--- config.mk ---
export PLATFORM = sky130hd
export DESIGN_NAME = i2c_master_byte_engine
export DESIGN_NICKNAME = d
export VERILOG_FILES = /design/src/rtl/i2cm_pkg.sv /design/src/rtl/i2cm_front.sv /design/src/rtl/i2cm_queue.sv /design/src/rtl/i2cm_back.sv /design/src/rtl/i2c_master_byte_engine.sv
export VERILOG_INCLUDE_DIRS = /design/src /design/src/rtl
export SDC_FILE = /design/constraint.sdc
export NUM_CORES = 1
export LEC_CHECK = 0
export ABC_AREA = 1
export BUFFER_PORTS_ARGS = -buffer_cell sky130_fd_sc_hd__buf_2
export CORE_ASPECT_RATIO = 0.8
export CORE_MARGIN = 4
export CORE_UTILIZATION = 56
export CTS_BUF_LIST = sky130_fd_sc_hd__clkbuf_8
export DETAILED_ROUTE_END_ITERATION = 8
export PLACE_DENSITY = 0.78
export SYNTH_ARGS = -nofsm -noshare
export SYNTH_HDL_FRONTEND = slang
export SYNTH_SLANG_ARGS = --single-unit
--- constraint.sdc ---
create_clock -name clk_i -period 3.25 [get_ports clk_i]
set_input_delay 0.325 -clock clk_i [delete_from_list [all_inputs] [get_ports clk_i]]
set_output_delay 0.325 -clock clk_i [all_outputs]
set_load 0.01 [all_outputs]
--- src/rtl/i2c_master_byte_engine_defines.svh ---
// Assertion macros shared by the I2C master byte engine RTL.
`ifndef I2C_MASTER_BYTE_ENGINE_DEFINES_SVH
`define I2C_MASTER_BYTE_ENGINE_DEFINES_SVH

`ifndef SYNTH
// Check a property on every clock edge outside reset.
`define I2CM_ASSERT(lbl, prop) \
  lbl: assert property (@(posedge clk_i) disable iff (!rst_ni) prop) \
    else $error("i2cm assertion failed");
// Check a property on every clock edge, reset included.
`define I2CM_ASSERT_ALWAYS(lbl, prop) \
  lbl: assert property (@(posedge clk_i) prop) \
    else $error("i2cm assertion failed");
`else
`define I2CM_ASSERT(lbl, prop)
`define I2CM_ASSERT_ALWAYS(lbl, prop)
`endif

`endif

--- src/rtl/i2cm_pkg.sv ---
// Shared types and constants of the I2C master byte engine.
`timescale 1ns / 1ps
`default_nettype none
package i2cm_pkg;

  localparam int unsigned HalfW           = 16;
  localparam logic [HalfW-1:0] HalfReset  = 16'd100;
  localparam int unsigned DividerWidthDef = 16;
  localparam int unsigned QueueDepth      = 4;
  localparam int unsigned QPtrW           = 2;
  localparam int unsigned InTdataW        = 16;
  localparam int unsigned InTuserW        = 3;
  localparam int unsigned OutTdataW       = 16;
  localparam logic [3:0]  SlotCount       = 4'd8;

  typedef enum logic [2:0] {
    CMD_NONE  = 3'd0,
    CMD_START = 3'd1,
    CMD_STOP  = 3'd2,
    CMD_WRITE = 3'd3,
    CMD_READ  = 3'd4
  } cmd_e;

  typedef enum logic [8:0] {
    PH_IDLE = 9'b000000001,
    PH_ST1  = 9'b000000010,
    PH_ST2  = 9'b000000100,
    PH_ST3  = 9'b000001000,
    PH_SP1  = 9'b000010000,
    PH_SP2  = 9'b000100000,
    PH_SP3  = 9'b001000000,
    PH_BLO  = 9'b010000000,
    PH_BHI  = 9'b100000000
  } phase_e;

  // One classified tick as it waits in the queue.
  typedef struct packed {
    cmd_e       cmd;
    logic [7:0] wr_byte;
    logic       send_ack;
    logic       sda;
    logic       scl;
  } tick_t;

  // Result word, sda_pull_low in the lowest bit.
  typedef struct packed {
    logic       ack_bit;
    logic [7:0] rd_byte;
    logic       done_res;
    logic       busy_res;
    logic       scl_pull_low;
    logic       sda_pull_low;
  } res_t;

  typedef struct packed {
    logic full;
    logic empty;
  } q_status_t;

endpackage
`default_nettype wire

--- src/rtl/i2cm_front.sv ---
// Input side: accepts ticks and classifies the request code.
`timescale 1ns / 1ps
`default_nettype none
module i2cm_front
  import i2cm_pkg::*;
(
  input  wire logic                s_axis_tvalid,
  output logic                     s_axis_tready,
  input  wire logic [InTdataW-1:0] s_axis_tdata,
  input  wire logic [InTuserW-1:0] s_axis_tuser,
  input  wire q_status_t           q_status_i,
  output logic                     push_o,
  output tick_t                    entry_o
);

  cmd_e cmd;

  // Drop unused request codes to a plain tick.
  always_comb begin
    case (s_axis_tuser)
      CMD_START, CMD_STOP, CMD_WRITE, CMD_READ: cmd = cmd_e'(s_axis_tuser);
      default:                                  cmd = CMD_NONE;
    endcase
  end

  assign s_axis_tready     = !q_status_i.full;
  assign push_o            = s_axis_tvalid && !q_status_i.full;
  assign entry_o.cmd       = cmd;
  assign entry_o.wr_byte   = s_axis_tdata[7:0];
  assign entry_o.send_ack  = s_axis_tdata[8];
  assign entry_o.sda       = s_axis_tdata[9];
  assign entry_o.scl       = s_axis_tdata[10];

endmodule
`default_nettype wire

--- src/rtl/i2cm_queue.sv ---
// Short tick queue between the front and the bus sequencer.
`timescale 1ns / 1ps
`default_nettype none
`include "i2c_master_byte_engine_defines.svh"
module i2cm_queue
  import i2cm_pkg::*;
(
  input  wire logic  clk_i,
  input  wire logic  rst_ni,
  input  wire logic  push_i,
  input  wire tick_t entry_i,
  input  wire logic  pop_i,
  output tick_t      head_o,
  output q_status_t  status_o
);

  tick_t            mem_q [QueueDepth];
  logic [QPtrW-1:0] wr_ptr_q, rd_ptr_q;
  logic [QPtrW:0]   count_q, count_d;

  always_ff @(posedge clk_i) begin
    if (push_i) begin
      mem_q[wr_ptr_q] <= entry_i;
    end
  end

  always_comb begin
    count_d = count_q;
    if (push_i && !pop_i) begin
      count_d = count_q + 1'b1;
    end else if (pop_i && !push_i) begin
      count_d = count_q - 1'b1;
    end
  end

  always_ff @(posedge clk_i or negedge rst_ni) begin
    if (!rst_ni) begin
      wr_ptr_q <= '0;
      rd_ptr_q <= '0;
      count_q  <= '0;
    end else begin
      if (push_i) begin
        wr_ptr_q <= wr_ptr_q + 1'b1;
      end
      if (pop_i) begin
        rd_ptr_q <= rd_ptr_q + 1'b1;
      end
      count_q <= count_d;
    end
  end

  assign head_o         = mem_q[rd_ptr_q];
  assign status_o.full  = (count_q == (QPtrW+1)'(QueueDepth));
  assign status_o.empty = (count_q == '0);

  `I2CM_ASSERT_ALWAYS(a_count_bound, count_q <= (QPtrW+1)'(QueueDepth))
  `I2CM_ASSERT(a_no_pop_empty, status_o.empty |-> !pop_i)
  `I2CM_ASSERT(a_ptr_gap, QPtrW'(wr_ptr_q - rd_ptr_q) == count_q[QPtrW-1:0])

endmodule
`default_nettype wire

--- src/rtl/i2cm_back.sv ---
// Bus sequencer: runs start, stop and byte phases one tick at a time.
`timescale 1ns / 1ps
`default_nettype none
`include "i2c_master_byte_engine_defines.svh"
module i2cm_back
  import i2cm_pkg::*;
#(
  parameter int unsigned DIVIDER_WIDTH = DividerWidthDef
) (
  input  wire logic                 clk_i,
  input  wire logic                 rst_ni,
  input  wire logic                 cfg_valid_i,
  input  wire logic [HalfW-1:0]     cfg_data_i,
  input  wire tick_t                head_i,
  input  wire q_status_t            q_status_i,
  output logic                      pop_o,
  output logic                      m_axis_tvalid,
  input  wire logic                 m_axis_tready,
  output logic [OutTdataW-1:0]      m_axis_tdata
);

  localparam int unsigned CmpW = (DIVIDER_WIDTH + 1 > HalfW) ? DIVIDER_WIDTH + 1 : HalfW;

  logic [HalfW-1:0]         half_q;
  phase_e                   phase_q, phase_d;
  cmd_e                     cmd_q, cmd_d;
  logic [3:0]               bit_q, bit_d;
  logic [7:0]               shift_q, shift_d, shift_nx;
  logic [DIVIDER_WIDTH-1:0] tick_q, tick_d, tick_adv, tick_str;
  logic [DIVIDER_WIDTH:0]   tick_inc;
  logic                     ack_hold_q, ack_hold_d;
  logic [7:0]               rd_hold_q, rd_hold_d;
  logic                     ack_send_q, ack_send_d;
  logic                     sda_q, sda_d, scl_q, scl_d;
  logic                     elapsed, str_elapsed, finish;
  logic                     out_valid_q;
  res_t                     out_q;

  assign pop_o = !q_status_i.empty && (!out_valid_q || m_axis_tready);

  always_comb begin
    tick_inc    = {1'b0, tick_q} + 1'b1;
    // Reaching 2^DIVIDER_WIDTH always ends the half period.
    elapsed     = tick_inc[DIVIDER_WIDTH] || (CmpW'(tick_inc) >= CmpW'(half_q));
    tick_adv    = elapsed ? '0 : tick_inc[DIVIDER_WIDTH-1:0];
    str_elapsed = head_i.scl && elapsed;
    tick_str    = head_i.scl ? tick_adv : '0;
    shift_nx    = {shift_q[6:0], (cmd_q == CMD_READ) ? head_i.sda : 1'b0};

    phase_d    = phase_q;
    cmd_d      = cmd_q;
    bit_d      = bit_q;
    shift_d    = shift_q;
    tick_d     = tick_q;
    ack_hold_d = ack_hold_q;
    rd_hold_d  = rd_hold_q;
    ack_send_d = ack_send_q;
    sda_d      = sda_q;
    scl_d      = scl_q;
    finish     = 1'b0;

    case (phase_q)
      PH_IDLE: begin
        tick_d = '0;
        case (head_i.cmd)
          CMD_START: begin
            cmd_d = CMD_START; phase_d = PH_ST1; sda_d = 1'b0; scl_d = 1'b0;
          end
          CMD_STOP: begin
            cmd_d = CMD_STOP; phase_d = PH_SP1; sda_d = 1'b1; scl_d = 1'b1;
          end
          CMD_WRITE: begin
            cmd_d = CMD_WRITE; phase_d = PH_BLO; bit_d = '0;
            shift_d = head_i.wr_byte; ack_send_d = head_i.send_ack;
            scl_d = 1'b1; sda_d = !head_i.wr_byte[7];
          end
          CMD_READ: begin
            cmd_d = CMD_READ; phase_d = PH_BLO; bit_d = '0;
            shift_d = '0; ack_send_d = head_i.send_ack;
            scl_d = 1'b1; sda_d = 1'b0;
          end
          default: ;
        endcase
      end
      PH_ST1: begin
        tick_d = tick_str;
        if (str_elapsed) begin
          phase_d = PH_ST2; sda_d = 1'b1;
        end
      end
      PH_ST2: begin
        tick_d = tick_adv;
        if (elapsed) begin
          phase_d = PH_ST3; scl_d = 1'b1;
        end
      end
      PH_ST3: begin
        tick_d = tick_adv;
        finish = elapsed;
      end
      PH_SP1: begin
        tick_d = tick_adv;
        if (elapsed) begin
          phase_d = PH_SP2; scl_d = 1'b0;
        end
      end
      PH_SP2: begin
        tick_d = tick_str;
        if (str_elapsed) begin
          phase_d = PH_SP3; sda_d = 1'b0;
        end
      end
      PH_SP3: begin
        tick_d = tick_adv;
        finish = elapsed;
      end
      PH_BLO: begin
        tick_d = tick_adv;
        if (elapsed) begin
          phase_d = PH_BHI; scl_d = 1'b0;
        end
      end
      PH_BHI: begin
        tick_d = tick_str;
        if (str_elapsed) begin
          scl_d = 1'b1;
          if (bit_q < SlotCount) begin
            shift_d = shift_nx;
            bit_d   = bit_q + 1'b1;
            phase_d = PH_BLO;
            // Next slot: data bit while below eight, then the ack slot.
            if (bit_q + 1'b1 < SlotCount) begin
              sda_d = (cmd_q == CMD_WRITE) && !shift_nx[7];
            end else begin
              sda_d = (cmd_q == CMD_READ) && ack_send_q;
            end
          end else begin
            if (cmd_q == CMD_READ) begin
              rd_hold_d = shift_q;
            end else begin
              ack_hold_d = head_i.sda;
            end
            finish = 1'b1;
          end
        end
      end
      default: begin
        phase_d = PH_IDLE;
        cmd_d   = CMD_NONE;
        tick_d  = '0;
      end
    endcase

    if (finish) begin
      phase_d = PH_IDLE;
      cmd_d   = CMD_NONE;
      tick_d  = '0;
    end
  end

  always_ff @(posedge clk_i or negedge rst_ni) begin
    if (!rst_ni) begin
      half_q      <= HalfReset;
      phase_q     <= PH_IDLE;
      cmd_q       <= CMD_NONE;
      bit_q       <= '0;
      shift_q     <= '0;
      tick_q      <= '0;
      ack_hold_q  <= 1'b1;
      rd_hold_q   <= '0;
      ack_send_q  <= 1'b0;
      sda_q       <= 1'b0;
      scl_q       <= 1'b0;
      out_valid_q <= 1'b0;
    end else begin
      if (cfg_valid_i) begin
        // Hold a zero half period as one tick.
        half_q <= (cfg_data_i == '0) ? HalfW'(1) : cfg_data_i;
      end
      if (pop_o) begin
        phase_q    <= phase_d;
        cmd_q      <= cmd_d;
        bit_q      <= bit_d;
        shift_q    <= shift_d;
        tick_q     <= tick_d;
        ack_hold_q <= ack_hold_d;
        rd_hold_q  <= rd_hold_d;
        ack_send_q <= ack_send_d;
        sda_q      <= sda_d;
        scl_q      <= scl_d;
      end
      if (pop_o) begin
        out_valid_q <= 1'b1;
      end else if (m_axis_tready) begin
        out_valid_q <= 1'b0;
      end
    end
  end

  always_ff @(posedge clk_i) begin
    if (pop_o) begin
      out_q.sda_pull_low <= sda_d;
      out_q.scl_pull_low <= scl_d;
      out_q.busy_res     <= (phase_d != PH_IDLE);
      out_q.done_res     <= finish;
      out_q.rd_byte      <= rd_hold_d;
      out_q.ack_bit      <= ack_hold_d;
    end
  end

  assign m_axis_tvalid = out_valid_q;
  assign m_axis_tdata  = OutTdataW'(out_q);

  `I2CM_ASSERT(a_idle_no_cmd, (phase_q == PH_IDLE) |-> (cmd_q == CMD_NONE))
  `I2CM_ASSERT_ALWAYS(a_bit_bound, bit_q <= SlotCount)
  `I2CM_ASSERT(a_pop_loads_out, pop_o |=> out_valid_q)
  `I2CM_ASSERT(a_done_not_busy, out_valid_q |-> !(out_q.done_res && out_q.busy_res))

endmodule
`default_nettype wire

--- src/rtl/i2c_master_byte_engine.sv ---
// I2C master byte engine top level: tick front end, queue and bus sequencer.
// Path: an accepted tick is written into the queue, then its result is registered at pop.
// Throughput: one tick per cycle while the queue is not full; the sequencer retires
// one queued tick per cycle whenever its output register is free or being drained.
// Stalls: input ready drops only while the four-entry tick queue is full.
// Reset (async, active low): idle, both lines released, half period 100, ack bit 1.
`timescale 1ns / 1ps
`default_nettype none
module i2c_master_byte_engine
  import i2cm_pkg::*;
#(
  parameter int unsigned DIVIDER_WIDTH = DividerWidthDef
) (
  input  wire logic                 clk_i,
  input  wire logic                 rst_ni,
  input  wire logic                 cfg_valid_i,
  output logic                      cfg_ready_o,
  input  wire logic [HalfW-1:0]     cfg_data_i,     // half_period_ticks
  input  wire logic                 s_axis_tvalid,
  output logic                      s_axis_tready,
  input  wire logic [InTdataW-1:0]  s_axis_tdata,   // wr_byte, send_ack, sda_in, scl_in
  input  wire logic [InTuserW-1:0]  s_axis_tuser,   // req_type
  output logic                      m_axis_tvalid,
  input  wire logic                 m_axis_tready,
  output logic [OutTdataW-1:0]      m_axis_tdata    // sda_pull_low, scl_pull_low,
                                                    // busy_res, done_res, rd_byte, ack_bit
);

  q_status_t q_status;
  tick_t     entry, head;
  logic      push, pop;

  assign cfg_ready_o = 1'b1;

  i2cm_front u_front (
    .s_axis_tvalid (s_axis_tvalid),
    .s_axis_tready (s_axis_tready),
    .s_axis_tdata  (s_axis_tdata),
    .s_axis_tuser  (s_axis_tuser),
    .q_status_i    (q_status),
    .push_o        (push),
    .entry_o       (entry)
  );

  i2cm_queue u_queue (
    .clk_i    (clk_i),
    .rst_ni   (rst_ni),
    .push_i   (push),
    .entry_i  (entry),
    .pop_i    (pop),
    .head_o   (head),
    .status_o (q_status)
  );

  i2cm_back #(
    .DIVIDER_WIDTH (DIVIDER_WIDTH)
  ) u_back (
    .clk_i         (clk_i),
    .rst_ni        (rst_ni),
    .cfg_valid_i   (cfg_valid_i),
    .cfg_data_i    (cfg_data_i),
    .head_i        (head),
    .q_status_i    (q_status),
    .pop_o         (pop),
    .m_axis_tvalid (m_axis_tvalid),
    .m_axis_tready (m_axis_tready),
    .m_axis_tdata  (m_axis_tdata)
  );

endmodule
`default_nettype wire
==> results.txt, run 1 <==
Outcome: complete, but fails checks
Violated checks: setup timing
Worst VDD drop: 0.630 mV
Die W: 138 um
# hold bufs at CTS: 0
Comb power frac: 40.2%
Initial antenna violation count: 0
Vias per cell: 5.36
PortBufs: 49
Leakage: 4.07 nW
Critical path launch point type: register
Crit path time final: 3.27 ns
Layout cells sized above 1: 24.6%
Sw Share: 41.4%
Fmax: 0.306 GHz
Ys async rst share: 52.4%
GP Congestion: 0.961
Row cnt: 37
Core Area: 13000 um^2
Clock power share: 21.2%
Final slew viol count: 0
Seq cells post-synth: 145
First-pass GRT wire length: 27200 um
Hold Vio Cnt, Final: 0
Gr ovfl total: 0
Synthesized area per cell: 9.14 um^2
DRC: 0
CP endpoint kind: register
Final worst-path cycle share: 101%
Num CTS Buffers: 17
I/O pin total: 59
DR vias: 5911
Largest net degree at the start of global routing: 77
Die height: 112 um
Sequential cell area: 3980 um^2
CP required: 3.61 ns
Max FO, Critical Path: 7
Max Cap Viol: 0
Clk buf depth: 2
GRT Util Overall: 22.4%
Starting Density: 57.8%
Clock transition at path regs: 0.08 ns
CTS tree: built
Switching power: 0.00288 W
Routed len/inst: 14.9 um
# diodes: 0
Cells after synthesis: 822
Yosys cell types: 58
CTS Sinks: 145
Unrepaired setup endpoints after global routing: yes
Crit path DAT: 3.63 ns
Area of the die: 15300 um^2
H-tree Lvls: 4
Fin Clk Skew: 0.0168 ns
Worst rel slew slack: 34.1%
Final worst slack: -0.0219 ns
Net count, final: 978
Post-route ant nets: 0
Clk Latency, worst-skew pair: 0.47 ns
Routed wire length: 16400 um
Final setup fails: 7
Mapped Area: 7510 um^2
Register share of total power: 38.6%
Kind of critical path: register to register
P&R area growth vs syn: 18.4%
Iter 0 DRT Violations: 467
Post-synthesis sequential area ratio: 53.0%
Ratio of total power to cell area: 780 nW/um^2
1st-pass router iterations: 5
Layout fillers: 980
Worst Tran Pin Value: 0.988 ns
Vias in the first global route: 5624
DP Wirelength: 11100 um
Yosys warns: 0
Tot Pwr: 0.00694 W
Clk root buf: clkbuf_8
Worst hold path type: input pin to asynchronous set/reset pin
Top_reg_cell synth: dfrtp_1
Internal: 0.00407 W
Multi-input logic area: 3160 um^2
EDFF count, synth: 69
Post-route setup TNS: -0.101 ns
[area by class of cell]
cell class                      count  area share, %
Sequential cell                   145           44.7
Multi-Input combinational cell    524           35.5
Timing Repair Buffer               96           7.06
Inverter                          130           5.57
Clock buffer                       18           2.78
Tap cell                          175           2.46
Clock inverter                     14           1.91
[flip-flops by register name (all words and copies together), names as in the netlist]
register,cells
u_back.m_axis_tvalid,1
u_queue.mem_q,56
u_queue.rd_ptr_q,2
u_back.scl_q,1
u_back.ack_send_q,1
u_back.half_q,16
u_back.ack_hold_q,1
u_queue.count_q,3
u_back.phase_q,9
u_back.rd_hold_q,8
u_back.bit_q,4
u_back.m_axis_tdata,13
u_back.tick_q,16
u_back.shift_q,8
u_queue.wr_ptr_q,2
u_back.cmd_q,3
u_back.sda_q,1
[logic make-up after synthesis]
family / share of synthesized area, %
multiplexers: 0.133
AND/OR/NAND/NOR: 20.3
other: 0.0999
XOR/XNOR: 2.21
adder cells (fa/ha/maj): 4.10
flip-flops: 53.0
AO/OA/AOI/OAI: 11.9
buffers and inverters: 8.27
[metal layers]
metal | routed length [um] | part of all wire [%] | global-route usage (%)
met1 | 7650 | 47 | 32.8
met2 | 7420 | 45 | 32.4
met3 | 1070 | 6.5 | 6.55
met4 | 253 | 1.5 | 6.72
met5 | 0 | 0 | 0
[synth_stat cells (4+ instances only)]
master    number  share of area [%]
a21oi_1       13               0.87
a31oi_1        4               0.33
buf_4          5               0.50
clkbuf_1      15               0.75
dfrtp_1       71                 24
dfstp_2        5                1.7
edfxtp_1      69                 28
ha_1          23                3.8
inv_1        117                5.8
inv_2         10               0.50
nand2_1      170                8.5
nand2_2        7               0.58
nand3_1       40                2.7
nand4_1       14                1.2
nor2_1        54                2.7
nor3_1        12               0.80
nor3_4         4               0.87
nor4_1         7               0.58
o21ai_0       75                5.0
o21ai_1       20                1.3
o21ai_2        5               0.58
o22ai_1        9               0.75
o22ai_2        7                1.2
xor2_1        18                2.1
[worst paths after layout]
kind / start / slack (ns) / cells past startpoint / end
worst min register to register: u_back.phase_q[0] / 0.49 / 2 / u_back.phase_q[0]
worst max register to register: u_back.tick_q[1] / -0.02 / 17 / u_back.shift_q[2]
worst max-delay path: u_back.tick_q[1] / -0.02 / 17 / u_back.shift_q[2]
worst min-delay path: rst_ni / 0.003 / 1 / u_back.phase_q[1]
max in group asynchronous: rst_ni / 2.59 / 1 / u_back.rd_hold_q[2]
min in group clk_i: m_axis_tready / 0.05 / 2 / u_back.m_axis_tvalid
[cell usage in the layout, fill, tap and decap left out, types with 3 or more instances in the layout]
cell / n
nand2_1: 165
nor2_2: 7
a21oi_2: 3
clkbuf_8: 18
o22ai_2: 7
nand2_2: 9
nor2_1: 49
nand2_4: 5
inv_2: 12
a21oi_1: 12
nand4_1: 14
nor4_1: 7
o21ai_2: 13
conb_1: 4
clkinv_4: 4
nand3_2: 3
dfstp_2: 5
nand3_1: 38
edfxtp_1: 69
ha_1: 20
nor3_2: 5
o22ai_1: 9
inv_1: 115
a31oi_1: 3
xor2_2: 4
nor3_1: 8
buf_4: 43
o21ai_4: 3
xor2_1: 14
o21ai_0: 61
buf_2: 48
inv_6: 4
dfrtp_1: 71
nor3_4: 5
o21ai_1: 23
o211ai_1: 3
nor4_2: 3
buf_6: 4
[power by group through the flow]
stage | sequential, W | combinational [W] | clock, W
6_report | 0.00268 | 0.00279 | 0.00147
4_1_cts | 0.00266 | 0.00264 | 0.00150
3_5_place_dp | 0.00269 | 0.00261 | 0
2_1_floorplan | 0.00269 | 0.00183 | 0
3_3_place_gp | 0.00269 | 0.00254 | 0
5_1_grt | 0.00273 | 0.00312 | 0.00161
[through the flow]
stage	util, %	worst slack [ns]	instances	cell area, um^2	hold slack, ns
3_5_place_dp	62.9	-0.205	1063	8190	0.474
5_1_grt	68.4	-0.260	1102	8900	0.0419
4_1_cts	66.8	0.00898	1098	8690	0.0268
3_3_place_gp	62.9	-0.128	1063	8190	0.466
2_1_floorplan	-	0.0139	824	7520	0.0294
6_report	68.4	-0.0219	1102	8900	0.00260
[timing repair]
item,4_1_cts,5_1_grt
resized for setup,15,52
pin swaps,7,13
setup endpoints to repair,62,64
setup buffers,3,4
[critical path, cell delays in order (launching register included)]
cell and delay [ns]:
dfrtp_1 0.42, nand3_2 0.15, nor3_4 0.18, nand2_2 0.12, or4_4 0.46, xor2_2 0.18, inv_2 0.06, ha_4 0.27
nand2_4 0.05, nor3_1 0.22, nand3_1 0.16, nand4_4 0.16, nand2_4 0.11, o21ai_4 0.21, buf_6 0.15, nand4_1 0.08
o21ai_1 0.12, inv_1 0.05
Note: power is estimated with default switching activity, not from simulation.
==> run 2: changes to the inputs <==
--- a/config.mk
+++ b/config.mk
@@ -8,8 +8,8 @@
 export LEC_CHECK = 0
 export ABC_AREA = 1
 export BUFFER_PORTS_ARGS = -buffer_cell sky130_fd_sc_hd__buf_2
-export CORE_ASPECT_RATIO = 0.8
-export CORE_MARGIN = 4
+export CORE_ASPECT_RATIO = 1.75
+export CORE_MARGIN = 2
 export CORE_UTILIZATION = 56
 export CTS_BUF_LIST = sky130_fd_sc_hd__clkbuf_8
 export DETAILED_ROUTE_END_ITERATION = 8
==> results.txt, run 2 (synthesis gave the netlist of run 1 again) <==
Clk Latency, worst-skew pair: 0.45 ns
Critical R2R Launch: u_back.tick_q[0]
# diodes: 0
Worst hold path type: input pin to asynchronous set/reset pin
Worst Tran Pin Value: 1.00 ns
# hold bufs at CTS: 0
Sw Share: 41.6%
Clk buf depth: 2
Final slew viol count: 0
Initial antenna violation count: 0
DP Wirelength: 11500 um
DP Area: 8170 um^2
Depth of the most critical reg-to-reg path: 19
Starting Density: 56.7%
Area of the die: 14400 um^2
I/O pin total: 59
H-tree Lvls: 4
CP peak stage delay: 0.41 ns
Ratio of total power to cell area: 767 nW/um^2
Register share of total power: 39.4%
Vias in the first global route: 5731
Switching power: 0.00286 W
Vias per cell: 5.43
Commonest cells after routing, fill and taps aside: 165 x nand2_1, 115 x inv_1, 71 x dfrtp_1, 69 x edfxtp_1, 61 x o21ai_0
Bufs and invs on worst path: 4
Reg2Reg Setup Slack: 0.005 ns
CP endpoint kind: register
Top reg by flops: u_queue.mem_q
Tot Pwr: 0.00688 W
Violated checks: hold timing
Fin Clk Skew: 0.0165 ns
Net count, final: 985
Worst rel slew slack: 33.2%
Unrepaired setup endpoints after global routing: yes
PortBufs: 49
Gr ovfl total: 0
GRT Util Overall: 23.4%
Top delay family on crit path: simple AND/OR/NAND/NOR gates
Iter 0 DRT Violations: 423
Routed wire length: 16800 um
Crit path time final: 3.25 ns
Max Cap Viol: 0
Largest net degree at the start of global routing: 77
Core Area: 13200 um^2
First-pass GRT wire length: 26200 um
Clock power share: 20.3%
Internal: 0.00401 W
Clk root buf: clkbuf_8
Die height: 157 um
Final worst-path cycle share: 99.9%
Outcome: complete, but fails checks
Commonest non-fill, non-tap cell in the layout: nand2_1
Final setup fails: 0
Max FFs per register: 56
CTS Sinks: 145
Die W: 91.6 um
Comb power frac: 40.3%
Crit path cell chain: ha_2, buf_4, nand3_1, nor2_1, xor2_1, inv_1, ha_1, nand2_1, nor2_2, nand2_1, nor2_2, nand3_2, nand4_4, nand2_4, o21ai_4, buf_6, nand4_1, o21ai_2, inv_1
P&R area growth vs syn: 19.3%
Max FO, Critical Path: 7
Fmax: 0.308 GHz
Kind of critical path: register to register
Hold Vio Cnt, Final: 1
Num CTS Buffers: 17
Worst VDD drop: 0.573 mV
Post-route setup TNS: 0 ns
Worst Setup SP: u_back.tick_q[0]
Clock transition at path regs: 0.09 ns
Crit path DAT: 3.59 ns
CP required: 3.59 ns
CTS tree: built
Slowest cell on the critical path: dfrtp_1
Routed len/inst: 15.2 um
Critical path launch point type: register
Reg2reg end: u_back.shift_q[2]
Largest regs: u_queue.mem_q x56, u_back.half_q x16, u_back.tick_q x16
Utilization after layout: 67.7%
1st-pass router iterations: 5
Post-route ant nets: 0
Row cnt: 56
DR vias: 6011
Leakage: 4.14 nW
GP Congestion: 0.937
DRC: 0
Finished layout cell area: 8970 um^2
Minimum hold slack: -0.00423 ns
Layout cells sized above 1: 26.0%
==> run 2: cell types whose count changed in the layout (fill, tap and decap cells not counted), sizes merged <==
cell / change
buf: +7
bufinv: -1
clkinv: -2
inv: +2
clkinvlp: +1
==> run 2: layer usage <==
layer	vias up	routed length, um	track usage, %
li1	2923	-	-
met1	2832	6080	23.2
met2	196	9440	45.1
met3	60	624	4.12
met4	0	676	12.8
met5	-	0	0
==> run 2: timing repair <==
action | 4_1_cts | 5_1_grt
setup buffers | 7 | 9
endpoints found under the setup margin | 47 | 64
gates resized for setup | 27 | 53
pin swaps | 12 | 26
==> run 2: worst max path at each step <==
| stage | endpoint | slack, ns | depth (start not counted) |
|---|---|---|---|
| final | u_back.shift_q[2] | 0.005 | 19 |
| after global routing | u_back.shift_q[2] | -0.19 | 19 |
| after CTS | u_back.shift_q[7] | -0.03 | 20 |
| after detailed placement | u_back.phase_q[0] | -0.19 | 18 |
| after global placement | u_back.phase_q[0] | -0.06 | 18 |
| after floorplan | u_back.m_axis_tdata[10] | 0.01 | 18 |
==> run 2: cell type report <==
| class | instances | area (um^2) |
|---|---|---|
| multi-input combinational | 524 | 3190 |
| tap | 174 | 218 |
| clock buffer | 18 | 248 |
| fill | 981 | 4270 |
| timing repair buffer | 103 | 696 |
| clock inverter | 14 | 144 |
| inverter | 130 | 495 |
| sequential | 145 | 3980 |
==> run 2: stage by stage <==
stage / cells / hold slack, ns / setup slack (ns)
CTS: 1099 / 0.0582 / -0.0330
global route: 1108 / 0.0539 / -0.186
finish: 1108 / -0.00423 / 0.00465
global placement: 1060 / 0.467 / -0.0621
floorplan: 824 / 0.0294 / 0.0139
detailed placement: 1060 / 0.480 / -0.191
==> run 2: power groups by stage <==
stage          clock (W)  sequential, W  combinational, W
3_3_place_gp           0        0.00270           0.00253
5_1_grt          0.00149        0.00275           0.00307
4_1_cts          0.00142        0.00269           0.00266
3_5_place_dp           0        0.00272           0.00259
2_1_floorplan          0        0.00269           0.00183
6_report         0.00140        0.00271           0.00277
